==> config.mk <==
export PLATFORM = sky130hd
export DESIGN_NAME = uart_16550_loopback_registers_top
export DESIGN_NICKNAME = d
export VERILOG_FILES = /design/src/ulr_pkg.sv /design/src/uart_16550_loopback_registers_top.sv
export SDC_FILE = /design/constraint.sdc
export NUM_CORES = 1
export LEC_CHECK = 0
export BUFFER_PORTS_ARGS = -buffer_cell sky130_fd_sc_hd__buf_2
export CORE_UTILIZATION = 30
export DETAILED_ROUTE_END_ITERATION = 6
export HOLD_SLACK_MARGIN = 0.08
export PLACE_DENSITY = 0.45
export SYNTH_ARGS = -nofsm -noshare
export SYNTH_HDL_FRONTEND = slang
export SYNTH_SLANG_ARGS = --single-unit
==> constraint.sdc <==
create_clock -name clk -period 2.6 [get_ports clk]
set_input_delay 0.52 -clock clk [delete_from_list [all_inputs] [get_ports clk]]
set_output_delay 0.52 -clock clk [all_outputs]
set_load 0.1 [all_outputs]
==> src/ulr_pkg.sv <==
`timescale 1ns / 1ps
package ulr_pkg;

	localparam logic [2:0] OFF_RXTX = 3'd0;
	localparam logic [2:0] OFF_IER  = 3'd1;
	localparam logic [2:0] OFF_IIR  = 3'd2;
	localparam logic [2:0] OFF_LCR  = 3'd3;
	localparam logic [2:0] OFF_MCR  = 3'd4;
	localparam logic [2:0] OFF_LSR  = 3'd5;
	localparam logic [2:0] OFF_MSR  = 3'd6;
	localparam logic [2:0] OFF_SCR  = 3'd7;

	localparam logic       ACT_READ  = 1'b0;
	localparam logic       ACT_WRITE = 1'b1;

	localparam logic [7:0] IIR_FIXED_BITS = 8'hC0;
	localparam logic [7:0] IER_READ_MASK  = 8'h0F;
	localparam logic [7:0] MSR_CONSTANT   = 8'hB3;

	localparam logic [7:0] IIR_LINE_STATUS = 8'h06;
	localparam logic [7:0] IIR_RX_DATA     = 8'h04;
	localparam logic [7:0] IIR_THR_EMPTY   = 8'h02;
	localparam logic [7:0] IIR_MODEM       = 8'h00;
	localparam logic [7:0] IIR_NONE        = 8'h01;

	localparam int TRIG_W = 4;

	typedef logic [TRIG_W-1:0] trig_t;

	function automatic trig_t trig_level(input logic [1:0] sel);
		trig_t lvl;
		unique case (sel)
			2'd0: lvl = trig_t'(1);
			2'd1: lvl = trig_t'(4);
			2'd2: lvl = trig_t'(8);
			default: lvl = trig_t'(14);
		endcase
		return lvl;
	endfunction

endpackage

==> src/uart_16550_loopback_registers_top.sv <==
`timescale 1ns / 1ps
// channel  dir  tdata                                   tuser
// s_*      in   [2:0] reg_offset, [10:3] write_data     [0] action (0 read, 1 write)
// m_*      out  [7:0] read_data, [9:8] irq_events       -
//
// One register access per cycle while m_tready does not stall: each word is
// captured in the input register and its result then in the output register.
// The state update and the FIFO read-ahead both close in that single pass.
// arst_n clears flags, pointers and control state, not data or FIFO memory.
// A stall on m_tready holds the output and the input register; s_tready drops
// only when both are full.
module uart_16550_loopback_registers_top
	import ulr_pkg::*;
#(
	parameter int FIFO_DEPTH = 16
) (
	input  logic        clk,
	input  logic        arst_n,
	input  logic        s_tvalid,
	output logic        s_tready,
	input  logic [15:0] s_tdata,   // [2:0] reg_offset, [10:3] write_data
	input  logic [0:0]  s_tuser,   // [0] action
	output logic        m_tvalid,
	input  logic        m_tready,
	output logic [15:0] m_tdata    // [7:0] read_data, [9:8] irq_events
);

	localparam int AW   = (FIFO_DEPTH > 1) ? $clog2(FIFO_DEPTH) : 1;
	localparam int CW   = $clog2(FIFO_DEPTH + 1);
	localparam int CMPW = CW + TRIG_W;

	logic          valid_s1;
	logic          action_s1;
	logic [2:0]    offset_s1;
	logic [7:0]    wdata_s1;

	logic          out_valid_q;
	logic [7:0]    rdata_q;
	logic [1:0]    irq_q;

	logic [AW-1:0] head_q, tail_q;
	logic [CW-1:0] count_q;
	logic [7:0]    ier_q, lcr_q, mcr_q, scr_q;
	logic          ovr_q;
	logic [15:0]   div_q;
	logic          lim1_q;
	trig_t         trig_q;

	logic [7:0]    mem [FIFO_DEPTH];
	logic [7:0]    rd_q;

	logic          advance, fire;
	logic [AW-1:0] head_d, tail_d;
	logic [CW-1:0] count_d, count_inc, count_dec;
	logic [7:0]    ier_d, lcr_d, mcr_d, scr_d;
	logic          ovr_d;
	logic [15:0]   div_d;
	logic          lim1_d;
	trig_t         trig_d;
	logic          mem_we;
	logic [7:0]    rdata_d, iir_d;
	logic          ev_a, ev_b;
	logic          dlab, empty, can_push;
	logic          trig_hit, trig_hit_inc;

	function automatic logic [AW-1:0] ptr_next(input logic [AW-1:0] p);
		return (p == AW'(FIFO_DEPTH - 1)) ? '0 : p + 1'b1;
	endfunction

	assign advance  = !out_valid_q || m_tready;
	assign fire     = valid_s1 && advance;
	assign s_tready = !valid_s1 || advance;

	assign dlab      = lcr_q[7];
	assign empty     = (count_q == '0);
	assign count_inc = count_q + 1'b1;
	assign count_dec = count_q - 1'b1;
	assign can_push  = lim1_q ? empty : (count_q != CW'(FIFO_DEPTH));
	assign trig_hit  = ({{TRIG_W{1'b0}}, count_q} == {{CW{1'b0}}, trig_q});
	assign trig_hit_inc = ({{TRIG_W{1'b0}}, count_inc} == CMPW'({{CW{1'b0}}, trig_q}));

	always_comb begin
		priority if (ier_q[2] && ovr_q) begin
			iir_d = IIR_LINE_STATUS;
		end else if (ier_q[0] && trig_hit) begin
			iir_d = IIR_RX_DATA;
		end else if (ier_q[1] && empty) begin
			iir_d = IIR_THR_EMPTY;
		end else if (ier_q[3] && (mcr_q[1:0] != 2'b00)) begin
			iir_d = IIR_MODEM;
		end else begin
			iir_d = IIR_NONE;
		end
	end

	always_comb begin
		head_d  = head_q;
		tail_d  = tail_q;
		count_d = count_q;
		ier_d   = ier_q;
		lcr_d   = lcr_q;
		mcr_d   = mcr_q;
		scr_d   = scr_q;
		ovr_d   = ovr_q;
		div_d   = div_q;
		lim1_d  = lim1_q;
		trig_d  = trig_q;
		mem_we  = 1'b0;
		rdata_d = '0;
		ev_a    = 1'b0;
		ev_b    = 1'b0;
		if (fire) begin
			if (action_s1 == ACT_WRITE) begin
				unique case (offset_s1)
					OFF_RXTX: begin
						if (dlab) begin
							div_d = div_q | {8'h00, wdata_s1};
						end else if (can_push) begin
							mem_we  = 1'b1;
							head_d  = ptr_next(head_q);
							count_d = count_inc;
							ovr_d   = 1'b0;
							ev_a    = ier_q[0] && trig_hit_inc;
						end else begin
							ovr_d = 1'b1;
							ev_a  = ier_q[2];
						end
					end
					OFF_IER: begin
						if (dlab) begin
							div_d = div_q | {wdata_s1, 8'h00};
						end else begin
							ier_d = wdata_s1;
							ev_a  = wdata_s1[1] && empty;
						end
					end
					OFF_IIR: begin
						if (wdata_s1[2:1] != 2'b00) begin
							count_d = '0;
							head_d  = '0;
							tail_d  = '0;
						end
						if (wdata_s1[0]) begin
							lim1_d = 1'b0;
							trig_d = trig_level(wdata_s1[7:6]);
						end else begin
							lim1_d = 1'b1;
							trig_d = trig_t'(1);
						end
					end
					OFF_LCR: begin
						lcr_d = wdata_s1;
						if (wdata_s1[7]) begin
							div_d = '0;
						end
					end
					OFF_MCR: begin
						mcr_d = wdata_s1;
						ev_a  = ier_q[3] && wdata_s1[3];
						ev_b  = ier_q[3] && (wdata_s1[1:0] != 2'b00);
					end
					OFF_LSR, OFF_MSR: begin
					end
					default: begin
						scr_d = wdata_s1;
					end
				endcase
			end else begin
				unique case (offset_s1)
					OFF_RXTX: begin
						if (dlab) begin
							rdata_d = div_q[7:0];
						end else if (!empty) begin
							rdata_d = rd_q;
							count_d = count_dec;
							tail_d  = ptr_next(tail_q);
							ev_a    = ier_q[1] && (count_dec == '0);
						end else begin
							ev_a = ier_q[1];
						end
					end
					OFF_IER: rdata_d = dlab ? div_q[15:8] : (ier_q & IER_READ_MASK);
					OFF_IIR: rdata_d = iir_d | IIR_FIXED_BITS;
					OFF_LCR: rdata_d = lcr_q;
					OFF_MCR: rdata_d = mcr_q;
					OFF_LSR: rdata_d = {1'b0, empty, empty, 3'b000, ovr_q, !empty};
					OFF_MSR: rdata_d = MSR_CONSTANT;
					default: rdata_d = scr_q;
				endcase
			end
		end
	end

	// read-ahead of the oldest byte, bypassing a write to the same entry
	always_ff @(posedge clk) begin
		if (mem_we) begin
			mem[head_q] <= wdata_s1;
		end
		rd_q <= (mem_we && (head_q == tail_d)) ? wdata_s1 : mem[tail_d];
	end

	always_ff @(posedge clk or negedge arst_n) begin
		if (!arst_n) begin
			valid_s1    <= 1'b0;
			out_valid_q <= 1'b0;
			head_q      <= '0;
			tail_q      <= '0;
			count_q     <= '0;
			ier_q       <= '0;
			lcr_q       <= '0;
			mcr_q       <= '0;
			scr_q       <= '0;
			ovr_q       <= 1'b0;
			div_q       <= '0;
			lim1_q      <= 1'b0;
			trig_q      <= '0;
		end else begin
			if (s_tready) begin
				valid_s1 <= s_tvalid;
			end
			if (advance) begin
				out_valid_q <= valid_s1;
			end
			head_q  <= head_d;
			tail_q  <= tail_d;
			count_q <= count_d;
			ier_q   <= ier_d;
			lcr_q   <= lcr_d;
			mcr_q   <= mcr_d;
			scr_q   <= scr_d;
			ovr_q   <= ovr_d;
			div_q   <= div_d;
			lim1_q  <= lim1_d;
			trig_q  <= trig_d;
		end
	end

	always_ff @(posedge clk) begin
		if (s_tready && s_tvalid) begin
			action_s1 <= s_tuser[0];
			offset_s1 <= s_tdata[2:0];
			wdata_s1  <= s_tdata[10:3];
		end
		if (fire) begin
			rdata_q <= rdata_d;
			irq_q   <= 2'({1'b0, ev_a} + {1'b0, ev_b});
		end
	end

	assign m_tvalid = out_valid_q;
	assign m_tdata  = {6'b000000, irq_q, rdata_q};

endmodule

==> results.py, run 1 <==
metrics = {
    "clock_tree": {
        "clock-sinks": 219,
        "h-tree-depth": 1,
        "clock_path_buffers": 3,
        "clkLatencyLatePin_ns": 0.51,
        "path_clk_slew_ns": 0.06,
        "cts_setup_buffers": 0,
        "cts_buffers": 24,
        "cts_tree": "done",
        "root_buffer": "clkbuf_16",
    },
    "timing": {
        "setup_viol_count_final": 0,
        "fin_crit_sh": 0.9416,
        "clock.fmax_mhz": 408.5,
        "min_period_ns": 2.448,
        "slew_headroom": 0.3853,
        "rsz0062_at_grt": "no",
        "worst_slew_pin_slew_ns": 0.9220,
        "clock_skew_ns": 0.01109,
        "fin_tns_setup_ns": 0,
        "final_max_slew_viol_count": 0,
        "hold_violations": 0,
    },
    "drt": {
        "drc_errors": 0,
        "vias": 6043,
        "drt_wl_total_um": 25130,
        "ant_nets": 0,
        "drtPass1Iterations": 5,
        "vias_per_cell": 5.134,
        "first_iter_violations": 587,
        "routedWlPerCell_um": 21.35,
    },
    "grt": {
        "antenna_found_initial": 1,
        "grt_usage": 0.1546,
        "grt_pass1_wl_um": 38510,
        "overflow": 0,
        "grt_pass1_vias": 6125,
        "grt_max_degree": 47,
    },
    "die": {
        "pin_count": 39,
        "start_util": 0.3056,
        "fp.coreArea_sq_mm": 0.03164,
        "rows": 65,
        "dieArea_sq_mm": 0.03295,
        "die_h_um": 181.5,
        "die_w_um": 181.5,
    },
    "setup_path": {
        "cp-end-kind": "flip-flop",
        "critPathMaxFanout": 6,
        "path_class": "reg -> reg",
        "start_kind": "flip-flop",
        "cp.required_ns": 2.87,
        "critical_path_arrival_ns": 2.71,
    },
    "synthesis": {
        "synthFlopType": "edfxtp_1",
        "async_reset_ff_frac": 0.2968,
        "yosys.cell_count.top_type": "edfxtp_1",
        "ys_top_cells_by_count": "edfxtp_1 (150), dfrtp_1 (65), nor2_1 (52)",
        "syn-instance-count": 687,
        "synth_top_cell_by_area": "edfxtp_1",
        "synthDistinctLibCells": 67,
        "synth-edff-count": 150,
        "ys_ff_latch": 219,
        "synth_area_leaders": "edfxtp_1 (47%), dfrtp_1 (17%), mux4_2 (5.6%), mux2_2 (4.2%), mux2i_1 (3.4%)",
        "synth.avg_cell_area_sq_um": 14.07,
        "yosysTopAreaCellShare": 0.4659,
        "synth-seq-area-share": 0.6424,
        "syn_area_sq_mm": 0.009668,
        "yosys_warnings": 0,
    },
    "placement": {
        "gp_congestion": 0.8341,
        "portBuffers": 27,
        "dpl.hpwl_um": 17070,
    },
    "flow_run": {
        "cap_violations": 0,
    },
    "final_layout": {
        "syn_to_final_growth_pct": 18.24,
        "layout-drive-gt1-share": 0.2477,
        "antenna_cells": 0,
        "nets": 788,
        "fin_util": 0.3613,
    },
    "pwr": {
        "power_leakage_nw": 4.099,
        "peakVddDrop_mv": 0.4339,
        "p_per_area_mw_per_mm2": 842.4,
    },
    "run_status": {
        "status": "completed",
    },
    "worst_hold_path": {
        "hold_class": "in -> reg",
    },
}
## placed cells by master, fill, tap and decap left out, drive strengths merged, types with 4 or more instances in the layout
cell type / Yosys / final
nor4b: 4 / 4
nor2b: 5 / 5
clkinv: 1 / 11
ha: 10 / 10
inv: 11 / 11
a21oi: 39 / 39
and3: 7 / 7
o21ai: 27 / 27
buf: 30 / 83
a22oi: 7 / 7
nand4: 8 / 8
o22ai: 7 / 7
nor2: 53 / 53
nand2: 39 / 39
dfxtp: 4 / 4
and2: 5 / 5
clkbuf: 15 / 30
a211oi: 5 / 5
conb: 1 / 6
dfrtp: 65 / 65
mux4: 24 / 24
mux2i: 33 / 33
nand3: 13 / 13
edfxtp: 150 / 150
mux2: 37 / 37
nor3: 22 / 22
xor2: 7 / 7
nand2b: 8 / 8
a31oi: 9 / 9
## cells by family after synthesis
group	count (synthesis)	share of synthesized area
buffers and inverters	57	0.02782
and+or+nand+nor	178	0.09719
AOI/OAI and AO/OA	119	0.07791
DFF	219	0.6424
xor gates and xnor gates	9	0.008154
muxes	94	0.1332
other	1	0.0003879
adders and majority gates	10	0.01294
## metal layers
layer / global-route usage / wire length, um / vias to the layer above
met5: 0 / 0 / -
met4: 0.04610 / 525 / 0
met3: 0.02006 / 1206 / 38
met2: 0.2454 / 11690 / 170
met1: 0.2203 / 11710 / 3082
li1: - / - / 2753
## stage by stage
step           hold slack, ns  cell area (sq um)  cells  worst slack [ns]  total power, mW
2_1_floorplan          0.2244               9693    692           -0.1153            5.667
3_3_place_gp           0.4743              10620   1132          -0.08697            6.258
3_5_place_dp           0.4866              10620   1132           -0.1259            6.299
4_1_cts                0.1541              11420   1177           0.01987            9.731
5_1_grt                0.1590              11430   1177          0.003419            10.06
6_report               0.1789              11430   1177            0.1518            9.630
## flip-flops by register name (all words and copies together), names as in the netlist, named ones only
register and flops:
action_s1 1, count_q 5, div_q 16, head_q 4, ier_q 4, irq_q 2, lcr_q 8, lim1_q 1
m_tvalid 1, mcr_q 8, mem 128, offset_s1 3, ovr_q 1, rdata_q 8, scr_q 8, tail_q 4
trig_q 4, valid_s1 1, wdata_s1 8
## worst max-delay path, cell delays in order, from the launching register on
cell,delay [ns]
dfrtp_1,0.35
inv_1,0.06
buf_4,0.14
ha_1,0.25
nor4b_1,0.38
o21ai_0,0.15
a31oi_1,0.28
nand4_1,0.17
o311ai_2,0.14
ha_1,0.29
## area by class of cell
type	instances	area [sq um]
tap	402	503.0
clock inverter	14	137.6
clock buffer	30	654.4
timing repair buffer	84	653.1
inverter	12	45.04
fill	2983	20210
multi-input combinational	416	3226
sequential	219	6212
## path summary, 6_finish.rpt
| check | endpoint | slack [ns] | startpoint | cells past startpoint |
|---|---|---|---|---|
| worst min register to register | div_q[13] | 0.50 | div_q[13] | 2 |
| max in group asynchronous | m_tvalid | 1.44 | arst_n | 3 |
| worst max register to register | irq_q[0] | 0.15 | count_q[1] | 9 |
| min in group asynchronous | div_q[6] | 0.50 | arst_n | 2 |
| worst min-delay path | offset_s1[0] | 0.18 | s_tdata[0] | 1 |
| worst max-delay path | irq_q[0] | 0.15 | count_q[1] | 9 |
## repair_timing
action | in CTS | in global routing
hold endpoints to repair | 19 | 0
hold buffers | 1 | 0
resized for setup | 2 | 3
endpoints found under the setup margin | 25 | 79
## where the power goes
| part | leakage, nW | internal [mW] | switching, mW | total [mW] |
|---|---|---|---|---|
| Combinational | 1.51 | 0.788 | 1.12 | 1.91 |
| Clock | 0.383 | 2.07 | 1.33 | 3.40 |
| Sequential | 2.21 | 4.07 | 0.257 | 4.32 |
No activity file was read; power rests on OpenSTA's default activity.
==> run 2, diff against run 1 <==
- CORE_ASPECT_RATIO: default -> 1.75
==> run 2 against run 1 <==
Net effect: critical endpoint is now rdata_q[2]; largest power group unchanged; count of clock-buffer cells in the layout down 5; sequential power about the same; clock skew up 0.0073 ns; final cell count down 1.0%; die area about the same; fmax down 1.2%; core utilization down 0.36 points.
==> results.py, run 2 (same netlist as run 1, synthesis figures left out) <==
metrics = {
    "pwr": {
        "seq_power_share": 0.459,
        "cellInternalPower_mw": 6.746,
        "p_sw_frac": 0.2856,
        "finalPower_mw": 9.443,
        "power_leakage_nw": 4.054,
        "p_per_area_mw_per_mm2": 834.4,
        "p_switching_mw": 2.697,
        "pwr-share-clk": 0.338,
        "power_frac_comb": 0.203,
        "peakVddDrop_mv": 0.3683,
    },
    "final_layout": {
        "regMostFlops": "mem",
        "largest_register_ffs": 128,
        "syn_to_final_growth_pct": 17.06,
        "nets": 787,
        "fin_util": 0.3577,
        "layout.cells.most_common_list": "edfxtp_1 (150), dfrtp_1 (64), buf_4 (54), nor2_1 (52), nand2_1 (39)",
        "reg_top3": "mem (128), div_q (16)",
        "layout_commonest_cell": "edfxtp_1",
        "antenna_cells": 0,
        "layout-drive-gt1-share": 0.2497,
    },
    "setup_path": {
        "path_class": "reg -> reg",
        "cp-end-kind": "flip-flop",
        "r2r_cells": 9,
        "start_kind": "flip-flop",
        "critPathMaxFanout": 4,
        "r2r_start": "count_q[0]",
        "critical_path_arrival_ns": 2.75,
        "cp.required_ns": 2.88,
        "crit_start": "count_q[0]",
    },
    "timing": {
        "worst_slew_pin_slew_ns": 1.089,
        "setup_viol_count_final": 0,
        "slew_headroom": 0.2738,
        "final_max_slew_viol_count": 0,
        "clock.fmax_mhz": 403.7,
        "min_period_ns": 2.477,
        "clock_skew_ns": 0.01840,
        "rsz0062_at_grt": "no",
        "hold_violations": 0,
        "fin_crit_sh": 0.9527,
    },
    "drt": {
        "first_iter_violations": 426,
        "drc_errors": 0,
        "ant_nets": 0,
        "drt_wl_total_um": 26430,
        "vias_per_cell": 5.125,
        "drtPass1Iterations": 5,
        "vias": 5971,
        "routedWlPerCell_um": 22.69,
    },
    "worst_hold_path": {
        "hold_start": "s_tdata[10]",
        "hold_class": "in -> reg",
        "hold_depth": 1,
    },
    "grt": {
        "overflow": 0,
        "grt_usage": 0.1705,
        "grt_max_degree": 28,
        "grt_pass1_vias": 6417,
        "antenna_found_initial": 0,
        "grt_pass1_wl_um": 40480,
    },
    "clock_tree": {
        "clock-sinks": 219,
        "h-tree-depth": 1,
        "clock_path_buffers": 3,
        "root_buffer": "clkbuf_16",
        "cts_tree": "done",
        "cts_buffers": 21,
        "clkLatencyLatePin_ns": 0.52,
        "path_clk_slew_ns": 0.07,
        "cts_setup_buffers": 0,
    },
    "die": {
        "start_util": 0.3056,
        "dieArea_sq_mm": 0.03298,
        "fp.coreArea_sq_mm": 0.03164,
        "die_w_um": 137.7,
        "rows": 86,
        "die_h_um": 239.5,
        "pin_count": 39,
    },
    "run_status": {
        "status": "completed",
    },
    "placement": {
        "gp_congestion": 0.8729,
        "portBuffers": 27,
        "dpl.hpwl_um": 19110,
    },
    "flow_run": {
        "cap_violations": 0,
    },
}
==> run 2: cell count changes in the layout (fill, tap and decap cells not counted), sizes merged <==
cell    before  now
clkinv      11    6
bufinv       3    4
clkbuf      30   25
inv         11   12
buf         83   85
==> run 2: per-layer routing <==
| metal | track usage | vias to the layer above | routed length [um] | share of wire |
|---|---|---|---|---|
| met1 | 0.1769 | 3070 | 9462 | 0.36 |
| met4 | 0.07642 | 0 | 1066 | 0.040 |
| met5 | 0 | - | 0 | 0 |
| met3 | 0.01778 | 42 | 734 | 0.028 |
| met2 | 0.3333 | 113 | 15170 | 0.57 |
| li1 | - | 2746 | - | - |
==> run 2: worst max-delay path, stage by stage, from the launching register on <==
cell,delay [ns]
dfrtp_1,0.38
inv_1,0.10
ha_1,0.21
buf_4,0.14
or4b_2,0.68
nand2_1,0.23
a21oi_1,0.06
nand4_1,0.12
a311oi_1,0.16
buf_4,0.17
==> run 2: path summary, 6_finish.rpt <==
path	endpoint	slack, ns
worst max-delay path	rdata_q[2]	0.12
worst min-delay path	wdata_s1[7]	0.19
worst max register to register	rdata_q[2]	0.12
worst min register to register	div_q[15]	0.50
max in group asynchronous	div_q[14]	1.23
min in group asynchronous	count_q[0]	0.58
==> run 2: power groups by stage <==
stage	logic, mW	clock network (mW)	registers [mW]
2_1_floorplan	1.23	0	4.43
6_report	1.92	3.19	4.34
3_5_place_dp	1.93	0	4.41
5_1_grt	2.10	3.41	4.38
3_3_place_gp	1.90	0	4.40
4_1_cts	1.94	3.30	4.34
==> run 2: cell type report <==
type	instances	area (sq um)
Fill cell	3063	20320
Inverter	12	45.04
Clock buffer	25	540.5
Tap cell	396	495.5
Timing Repair Buffer	86	630.6
Sequential cell	219	6212
Clock inverter	11	162.7
Multi-Input combinational cell	416	3231
==> run 2: per-stage QoR <==
stage | instance area (sq um) | setup TNS (ns) | setup slack, ns | hold slack [ns] | cells
final | 11320 | 0 | 0.1230 | 0.1871 | 1165
after global routing | 11320 | 0 | 0.007824 | 0.1658 | 1165
after CTS | 11300 | 0 | 0.08323 | 0.1670 | 1165
after detailed placement | 10590 | -0.04259 | -0.005704 | 0.4887 | 1128
after global placement | 10590 | 0 | 0.04934 | 0.4800 | 1128
after floorplan | 9693 | -1.846 | -0.1153 | 0.2244 | 692
==> run 2: repair_timing <==
action / in CTS / in global routing
endpoints found under the setup margin: 5 / 73
endpoints found under the hold margin: 25 / 0
pin swaps: 0 / 0
resized for setup: 1 / 3
hold buffers: 1 / 0
==> run 3, diff against run 2 <==
--- a/config.mk
+++ b/config.mk
@@ -7,9 +7,11 @@
 export LEC_CHECK = 0
 export BUFFER_PORTS_ARGS = -buffer_cell sky130_fd_sc_hd__buf_2
+export CELL_PAD_IN_SITES_DETAIL_PLACEMENT = 0
+export CELL_PAD_IN_SITES_GLOBAL_PLACEMENT = 1
 export CORE_ASPECT_RATIO = 1.75
 export CORE_UTILIZATION = 30
 export DETAILED_ROUTE_END_ITERATION = 6
 export HOLD_SLACK_MARGIN = 0.08
-export PLACE_DENSITY = 0.45
+export PLACE_DENSITY = 0.52
 export SYNTH_ARGS = -nofsm -noshare
 export SYNTH_HDL_FRONTEND = slang
==> constraint.sdc (replaced) <==
create_clock -name clk -period 2.6 [get_ports clk]
set_input_delay 0 -clock clk [delete_from_list [all_inputs] [get_ports clk]]
set_output_delay 0 -clock clk [all_outputs]
set_load 0.1 [all_outputs]
==> run 3 against run 2 <==
Net effect: combinational power about the same; clock power decreased by 4%; critical path depth decreased by 4; power decreased by 0.89%; via count increased by 2.2%.
==> results.py, run 3 (same netlist as run 1, synthesis figures left out) <==
metrics = {
    "timing": {
        "clock.fmax_mhz": 412.8,
        "slew_headroom": 0.3006,
        "fin_crit_sh": 0.9317,
        "min_period_ns": 2.423,
        "setup_slack_ns": 0.1775,
        "setup_viol_count_final": 0,
        "clock_skew_ns": 0.02238,
        "rsz0062_at_grt": "no",
        "final_max_slew_viol_count": 0,
        "worst_slew_pin_slew_ns": 1.049,
        "hold_violations": 0,
    },
    "setup_path": {
        "cp.required_ns": 2.85,
        "critical_path_arrival_ns": 2.67,
        "critical_path.cell_chain": "or4_4 -> nor4_4 -> nand2_1 -> o311ai_0 -> ha_1",
        "slowest_delay_ns": 0.64,
        "cpMaxStageDelayCell": "or4_4",
        "critPathMaxFanout": 4,
        "start_kind": "flip-flop",
        "path_class": "reg -> reg",
        "cp-end-kind": "flip-flop",
    },
    "placement": {
        "portBuffers": 27,
        "dpl.cell_count": 1134,
        "pre_cts_ws_ns": 0.1005,
        "dpl.hpwl_um": 20300,
        "gp_congestion": 0.8297,
    },
    "drt": {
        "ant_nets": 0,
        "first_iter_violations": 326,
        "vias_per_cell": 5.131,
        "drtPass1Iterations": 4,
        "drt_wl_total_um": 27780,
        "routedWlPerCell_um": 23.36,
        "drc_errors": 0,
        "vias": 6101,
    },
    "final_layout": {
        "antenna_cells": 0,
        "final_cells": 1189,
        "layout-drive-gt1-share": 0.2522,
        "fillers": 3092,
        "regArea_sq_mm": 0.006212,
        "nets": 810,
        "layout_commonest_cell": "edfxtp_1",
        "reg_top3": "mem (128), div_q (16)",
        "regMostFlops": "mem",
        "largest_register_ffs": 128,
        "layout.cells.most_common_list": "edfxtp_1 (150), dfrtp_1 (64), buf_4 (57), nor2_1 (52), nand2_1 (39)",
        "multi_input_area_sq_mm": 0.003217,
        "syn_to_final_growth_pct": 19.18,
    },
    "die": {
        "die_h_um": 239.5,
        "rows": 86,
        "dieArea_sq_mm": 0.03298,
        "die_w_um": 137.7,
        "start_util": 0.3056,
        "pin_count": 39,
        "fp.coreArea_sq_mm": 0.03164,
    },
    "grt": {
        "grt_pass1_wl_um": 41840,
        "grt_pass1_vias": 6558,
        "grt_max_degree": 28,
        "grt_usage": 0.1765,
        "overflow": 0,
        "antenna_found_initial": 0,
    },
    "pwr": {
        "power_leakage_nw": 4.136,
        "p_per_area_mw_per_mm2": 812.2,
        "peakVddDrop_mv": 0.3389,
    },
    "clock_tree": {
        "cts_tree": "done",
        "cts_setup_buffers": 0,
        "path_clk_slew_ns": 0.07,
        "root_buffer": "clkbuf_16",
        "clock-sinks": 219,
        "h-tree-depth": 1,
        "cts_buffers": 21,
        "clock_path_buffers": 3,
        "clkLatencyLatePin_ns": 0.52,
    },
    "worst_hold_path": {
        "hold_class": "in -> reg",
    },
    "flow_run": {
        "cap_violations": 0,
    },
    "run_status": {
        "status": "completed",
    },
}
[run 3: worst paths after layout]
kind,startpoint,to,cells after the start,slack [ns]
max,lcr_q[7],irq_q[0],5,0.18
min,s_tdata[5],wdata_s1[2],2,0.21
max reg2reg,lcr_q[7],irq_q[0],5,0.18
min reg2reg,div_q[4],div_q[4],2,0.49
max in group asynchronous,arst_n,count_q[0],4,0.54
min in group asynchronous,arst_n,count_q[4],3,0.45
[run 3: metrics by stage]
step	area, sq um	TNS, ns	hold slack, ns	util	power (mW)
finish	11520	0	0.2059	0.3642	9.359
global route	11520	0	0.1966	0.3642	9.755
CTS	11520	0	0.1839	0.3641	9.450
detailed placement	10670	0	0.07017	0.3372	6.350
global placement	10670	0	0.06966	0.3372	6.305
floorplan	9693	-1.846	-0.2956	-	5.667
[run 3: layer usage]
metal,vias up,wire [um],GRT usage
met5,-,0,0
met4,0,1324,0.08794
met3,54,702,0.01630
met2,117,15530,0.3346
met1,3132,10230,0.1902
li1,2798,-,-
[run 3: layout make-up]
| type | count | area share |
|---|---|---|
| repair buffers | 109 | 0.07666 |
| flip-flops and latches | 219 | 0.5391 |
| well taps | 396 | 0.04300 |
| clock buffers | 24 | 0.04745 |
| clock inverters | 13 | 0.01064 |
| inverters | 12 | 0.003909 |
| multi-input cells | 416 | 0.2792 |
[run 3: what timing repair did]
action / in CTS / in global routing
hold endpoints to repair: 52 / 0
hold buffers: 18 / 0
resized for setup: 0 / 2
setup endpoints to repair: 0 / 81
[run 3: report_power, final]
| part | switching, mW | total [mW] | internal [mW] |
|---|---|---|---|
| combinational | 1.12 | 1.92 | 0.801 |
| clock | 1.36 | 3.07 | 1.71 |
| sequential | 0.299 | 4.36 | 4.06 |
[run 3: critical path, delay by kind of cell, from the launching register on]
kind | cells | cell delay, ns
AOI/OAI and AO/OA | 1 | 0.39
DFF | 1 | 0.40
and+or+nand+nor | 3 | 1.07
adders and majority gates | 1 | 0.30
